--- src/design/deq_pkg.sv ---
// Shared constants, operation and status codes, and controller command type
// for the double-ended queue. No dependencies.
package deq_pkg;

  localparam int unsigned DEPTH     = 1024;
  localparam int unsigned WORD_BITS = 64;

  localparam int unsigned PTR_W = $clog2(DEPTH);
  localparam int unsigned CNT_W = $clog2(DEPTH + 1);
  // compare width: wide enough for the held count and for the 11-bit fields
  localparam int unsigned CMP_W = (CNT_W > 11) ? CNT_W : 11;

  localparam logic [10:0] LIMIT_RESET = 11'd1024;

  typedef enum logic [3:0] {
    OP_PUSH_BACK  = 4'd0,
    OP_PUSH_FRONT = 4'd1,
    OP_POP_BACK   = 4'd2,
    OP_POP_FRONT  = 4'd3,
    OP_GET_BACK   = 4'd4,
    OP_SET_BACK   = 4'd5,
    OP_GET_FRONT  = 4'd6,
    OP_SET_FRONT  = 4'd7,
    OP_GET_AT     = 4'd8,
    OP_SET_AT     = 4'd9,
    OP_CLEAR      = 4'd10
  } mode_e;

  typedef enum logic [1:0] {
    ST_OK    = 2'd0,
    ST_EMPTY = 2'd1,
    ST_FULL  = 2'd2,
    ST_RANGE = 2'd3
  } status_e;

  typedef struct packed {
    logic capture;  // latch the incoming item
    logic exec;     // perform the latched operation
  } ctl_cmd_t;

endpackage

--- src/design/deq_ctrl.sv ---
// Sequencing controller: accept one item, execute it, present the result.
// Depends on deq_pkg.
module deq_ctrl (
  input  logic              clk_i,
  input  logic              rst_ni,
  input  logic              in_valid_i,
  output logic              in_ready_o,
  output logic              out_valid_o,
  input  logic              out_ready_i,
  output deq_pkg::ctl_cmd_t cmd_o
);

  typedef enum logic [1:0] {
    S_IDLE,
    S_EXEC,
    S_OUT
  } state_e;

  state_e state_q;

  always_ff @(posedge clk_i or negedge rst_ni) begin
    if (!rst_ni) begin
      state_q     <= S_IDLE;
      in_ready_o  <= 1'b1;
      out_valid_o <= 1'b0;
    end else begin
      unique case (state_q)
        S_IDLE: begin
          if (in_valid_i) begin
            state_q    <= S_EXEC;
            in_ready_o <= 1'b0;
          end
        end
        S_EXEC: begin
          state_q     <= S_OUT;
          out_valid_o <= 1'b1;
        end
        S_OUT: begin
          if (out_ready_i) begin
            state_q     <= S_IDLE;
            out_valid_o <= 1'b0;
            in_ready_o  <= 1'b1;
          end
        end
        default: begin
          state_q     <= S_IDLE;
          out_valid_o <= 1'b0;
          in_ready_o  <= 1'b1;
        end
      endcase
    end
  end

  always_comb begin
    cmd_o.capture = in_valid_i && in_ready_o;
    cmd_o.exec    = (state_q == S_EXEC);
  end

endmodule

--- config.mk ---
export PLATFORM = sky130hd
export DESIGN_NAME = deq_ctrl
export DESIGN_NICKNAME = d
export VERILOG_FILES = /design/src/design/deq_pkg.sv /design/src/design/deq_ctrl.sv
export SDC_FILE = /design/constraint.sdc
export NUM_CORES = 1
export LEC_CHECK = 0
export ABC_CLOCK_PERIOD_IN_PS = 1300
export BUFFER_PORTS_ARGS = -buffer_cell sky130_fd_sc_hd__buf_4
export CORE_AREA = 2 2 39 41
export DETAILED_ROUTE_END_ITERATION = 16
export DIE_AREA = 0 0 41 43
export GPL_ROUTABILITY_DRIVEN = 0
export HOLD_SLACK_MARGIN = 0.15
export SETUP_SLACK_MARGIN = 0.3
export SYNTH_ARGS = -nofsm -noshare
export SYNTH_HDL_FRONTEND = slang
export SYNTH_SLANG_ARGS = --single-unit
--- constraint.sdc ---
create_clock -name clk_i -period 1.3 [get_ports clk_i]
set_input_delay 0.13 -clock clk_i [delete_from_list [all_inputs] [get_ports clk_i]]
set_output_delay 0.13 -clock clk_i [all_outputs]
set_load 0.005 [all_outputs]
# Yosys cells after proc, flatten, opt, wreduce, memory -nomap -nowiden
# Index checks and enable logic that the tools add are counted.
word_totals:
  register_bits: 4
  in_bits: 4
  out_inout_bits: 4
  wordCells: 22
classes:
  eq_ne: 4
  muxes: 8
  bitwise: 2
  n_reduce_logical: 5
ops:
  columns: ["operator", "n"]
  rows:
  - ["one-hot mux 1 bit (3 select lines)", 2]
  - ["one-hot mux 2 bit (3 select lines)", 1]
  - ["two-way mux 2 bit", 2]
  - ["inequality test 2 bit (second input constant)", 2]
  - ["AND reduction 2 bit", 2]
  - ["two-way mux 1 bit", 3]
  - ["AND reduction 3 bit", 1]
  - ["equality test 2 x 1 -> 1 bit (second input constant)", 1]
  - ["equality test 2 bit (second input constant)", 1]
  - ["logical NOT 2 bit", 1]
  - ["inverter 1 bit", 2]
  - ["logical AND 1 bit", 1]

# Depth between registers and ports, before layout
logic_depth:
  ltp_word: 3
  ltp_mapped: 3
  depth_no_buf: 3

# Worst setup path before layout
# OpenSTA, ideal clock, no wires.
synth_timing:
  path_kind: "flip-flop to flip-flop"
  start: "register in_ready_o (netlist name)"
  end: "register in_ready_o"
  setup_time_ns: 0.060
  arrival_ns: 0.789
  t_required_ns: 1.240
  setup_slack_ns: 0.451
  stages_incl_launch_ff: 4
  path_buffers: 0
  synth_period_minus_slack_ns: 0.849
  cell_sequence: "dfstp_2 nor2_1 a21oi_2 o22a_1"
synth_lines:
  columns: ["item", "line", "source"]
  rows:
  - ["end signal: assignment", "deq_ctrl.sv:24", "in_ready_o <= 1'b1;"]
  - ["end signal: assignment", "deq_ctrl.sv:31", "in_ready_o <= 1'b0;"]
  - ["end signal: assignment", "deq_ctrl.sv:42", "in_ready_o <= 1'b1;"]
  - ["end: declaration", "deq_ctrl.sv:7", "output logic in_ready_o,"]

==> out/qor.csv <==
metric;value;unit
DRT Pass-1 Iters;1;
H-tree levels;1;
maximum fanout along the worst path;3;
Syn Nets;18;
FF-to-FF Start;in_ready_o;
share of layout cells above drive strength 1;63.3;%
top-count cell post-synth;dfrtp_1;
fin crit period;1.10;ns
Switch Pwr;0.000197;W
1st-iter DRT viols;0;
Worst setup EP type;output port;
final setup margin;0.199;ns
clk sink count;4;
antenna fix cells;0;
vias in the first global route;161;
root buf cell;clkbuf_4;
Fin. Hold Viols;0;
# Max-Cap Violations;0;
Initial Util;12.2;%
FF+latch area;101;sq um
largest area contributor in the netlist;dfrtp_1;
fill cell count;154;
cell row count;14;
core area;1380;sq um
area share of the largest cell type after synthesis;44.4;%
TritonCTS clock tree;built;
Worst Max-Slew Pin Slew;0.144;ns
Worst Hold Class;in2reg;
YS warnings;0;
Die Area;1760;sq um
GRT Overall Usage;6.45;%
dominant synthesized flop cell;dfrtp_1;
sequential share of the synthesized area;60.0;%
Via Count;159;
post-synth cell types;10;
synthesized flop and latch total;4;
crit path kind;reg2out;
Worst EP arrival;0.97;ns
max-slew violations;0;
Final Setup Violations;0;
Static Leakage;0.162;nW
final core area utilization;23.6;%
Min Hold Slack;0.187;ns
first-pass GRT wire length;648;um
Pwr Density;2160;nW/um^2
number of flops mapped to enable cells by yosys;0;
final wirelength;388;um
Clock Skews;0.00883;ns
Net Sw Frac;27.9;%
I/O Buffers;7;
CTS buffer count;3;
Flop pwr share;31.4;%
vias per cell;3.46;
HP Start;in_valid_i;
Post-synth ARST share;100;%
status;finished clean;
setup TNS;0;ns
final antenna-violating net count;0;
multi-input logic area;71.3;sq um
Crit. Startpoint;in_ready_o;
synth top area cells;dfrtp_1 44%, dfstp_2 16%, o22a_1 10%;
DIE WIDTH;41;um
final period utilization;84.7;%
IO Pins;8;
DRC viols;0;
Logic pwr share;44.2;%
commonest cells in the netlist;3 x dfrtp_1, 2 x nor2_1, 2 x o22a_1;
RSZ-0062 raised after global routing;yes;
Worst Path Required;1.17;ns
maximum vdd ir drop;0.471;mV
CP Launch Type;flip-flop;
Final #Nets;35;
cells after synthesis;14;
Fmax;908;MHz
Worst slew margin;90.4;%
Clk pwr share;24.4;%
Setup Slack @ Placement;0.423;ns
clk buf depth;2;
Clk pin slew, worst setup/hold paths;0.04;ns
Avg Synthesized Cell Area;12.1;sq um
hpwl dp;263;um
WL/cell;8.43;um
largest net degree at the start of global routing;5;
mapped cell area;169;sq um
synthesis-to-layout area growth;93.3;%
cell internal pwr;0.000510;W
initial antenna violation count;0;
Die H;43;um
Clk Latency, worst-skew pair;0.24;ns
GRT Residual Overflow;0;
==> per-layer routing <==
metal	part of all wire (%)	vias up	global-route usage, %
met5	0	-	0
met3	11	0	4.71
met4	0	0	8.00
met1	43	71	6.84
met2	45	8	6.88
li1	-	80	-
==> cell families (layout without fill, tap and decap cells) <==
group	Yosys count	in the layout	synth area share, %
and+or+nand+nor	5	5	17.8
AOI/OAI and AO/OA	4	4	20.0
DFF	4	4	60.0
buffers and inverters	1	17	2.22
==> power groups by stage <==
stage | registers (W) | clock network [W] | logic, W
global route | 0.000227 | 0.000195 | 0.000348
finish | 0.000222 | 0.000172 | 0.000312
CTS | 0.000222 | 0.000183 | 0.000306
floorplan | 0.000235 | 0 | 0.0000932
global placement | 0.000240 | 0 | 0.000182
detailed placement | 0.000242 | 0 | 0.000184
==> layout make-up <==
cell class	count	share of cell area, %
Clock buffer	4	8.05
Inverter	1	1.15
Multi-Input combinational cell	9	21.8
Sequential cell	4	31.0
Tap cell	16	6.13
Timing Repair Buffer	12	31.8
==> through the flow <==
step | power [W] | instance area (sq um) | cells
6_report | 0.000707 | 327 | 46
5_1_grt | 0.000769 | 327 | 46
4_1_cts | 0.000711 | 320 | 46
3_5_place_dp | 0.000426 | 241 | 37
3_3_place_gp | 0.000422 | 241 | 37
2_1_floorplan | 0.000328 | 169 | 14
==> placed cells by master (no fill, tap or decap) <==
cell / n
buf_6: 3
nor2_1: 2
dlygate4sd3_1: 1
a21o_1: 1
inv_2: 1
clkbuf_1: 1
dfrtp_1: 3
clkbuf_4: 3
o22a_1: 2
nor3b_1: 1
dfstp_2: 1
buf_4: 8
a21oi_2: 1
and2_4: 1
nor2b_4: 1
==> critical path, cell delays in order, from the launching register on <==
cell     delay (ns)
dfstp_2        0.53
and2_4         0.13
buf_6          0.08
==> final timing paths <==
kind	endpoint	slack, ns	depth (start not counted)
worst max-delay path	cmd_o[1]	0.20	2
worst max register to register	in_ready_o	0.35	4
worst min-delay path	state_q[0]	0.19	2
max in group asynchronous	in_ready_o	0.88	2
min in group asynchronous	out_valid_o	0.22	2
worst min register to register	out_valid_o	0.50	1
==> what timing repair did <==
action | CTS | global route
endpoints found under the setup margin | 3 | 3
gates resized for setup | 3 | 2
pin swaps | 1 | 0
cloned | 0 | 0
hold buffers | 1 | 0
endpoints found under the hold margin | 4 | 0
buffers inserted | 4 | 0
==> flip-flops by register name, indices dropped and copies added, names as in the netlist <==
register,count
state_q,2
out_valid_o,1
in_ready_o,1
Note: power is estimated with default switching activity, not from simulation.
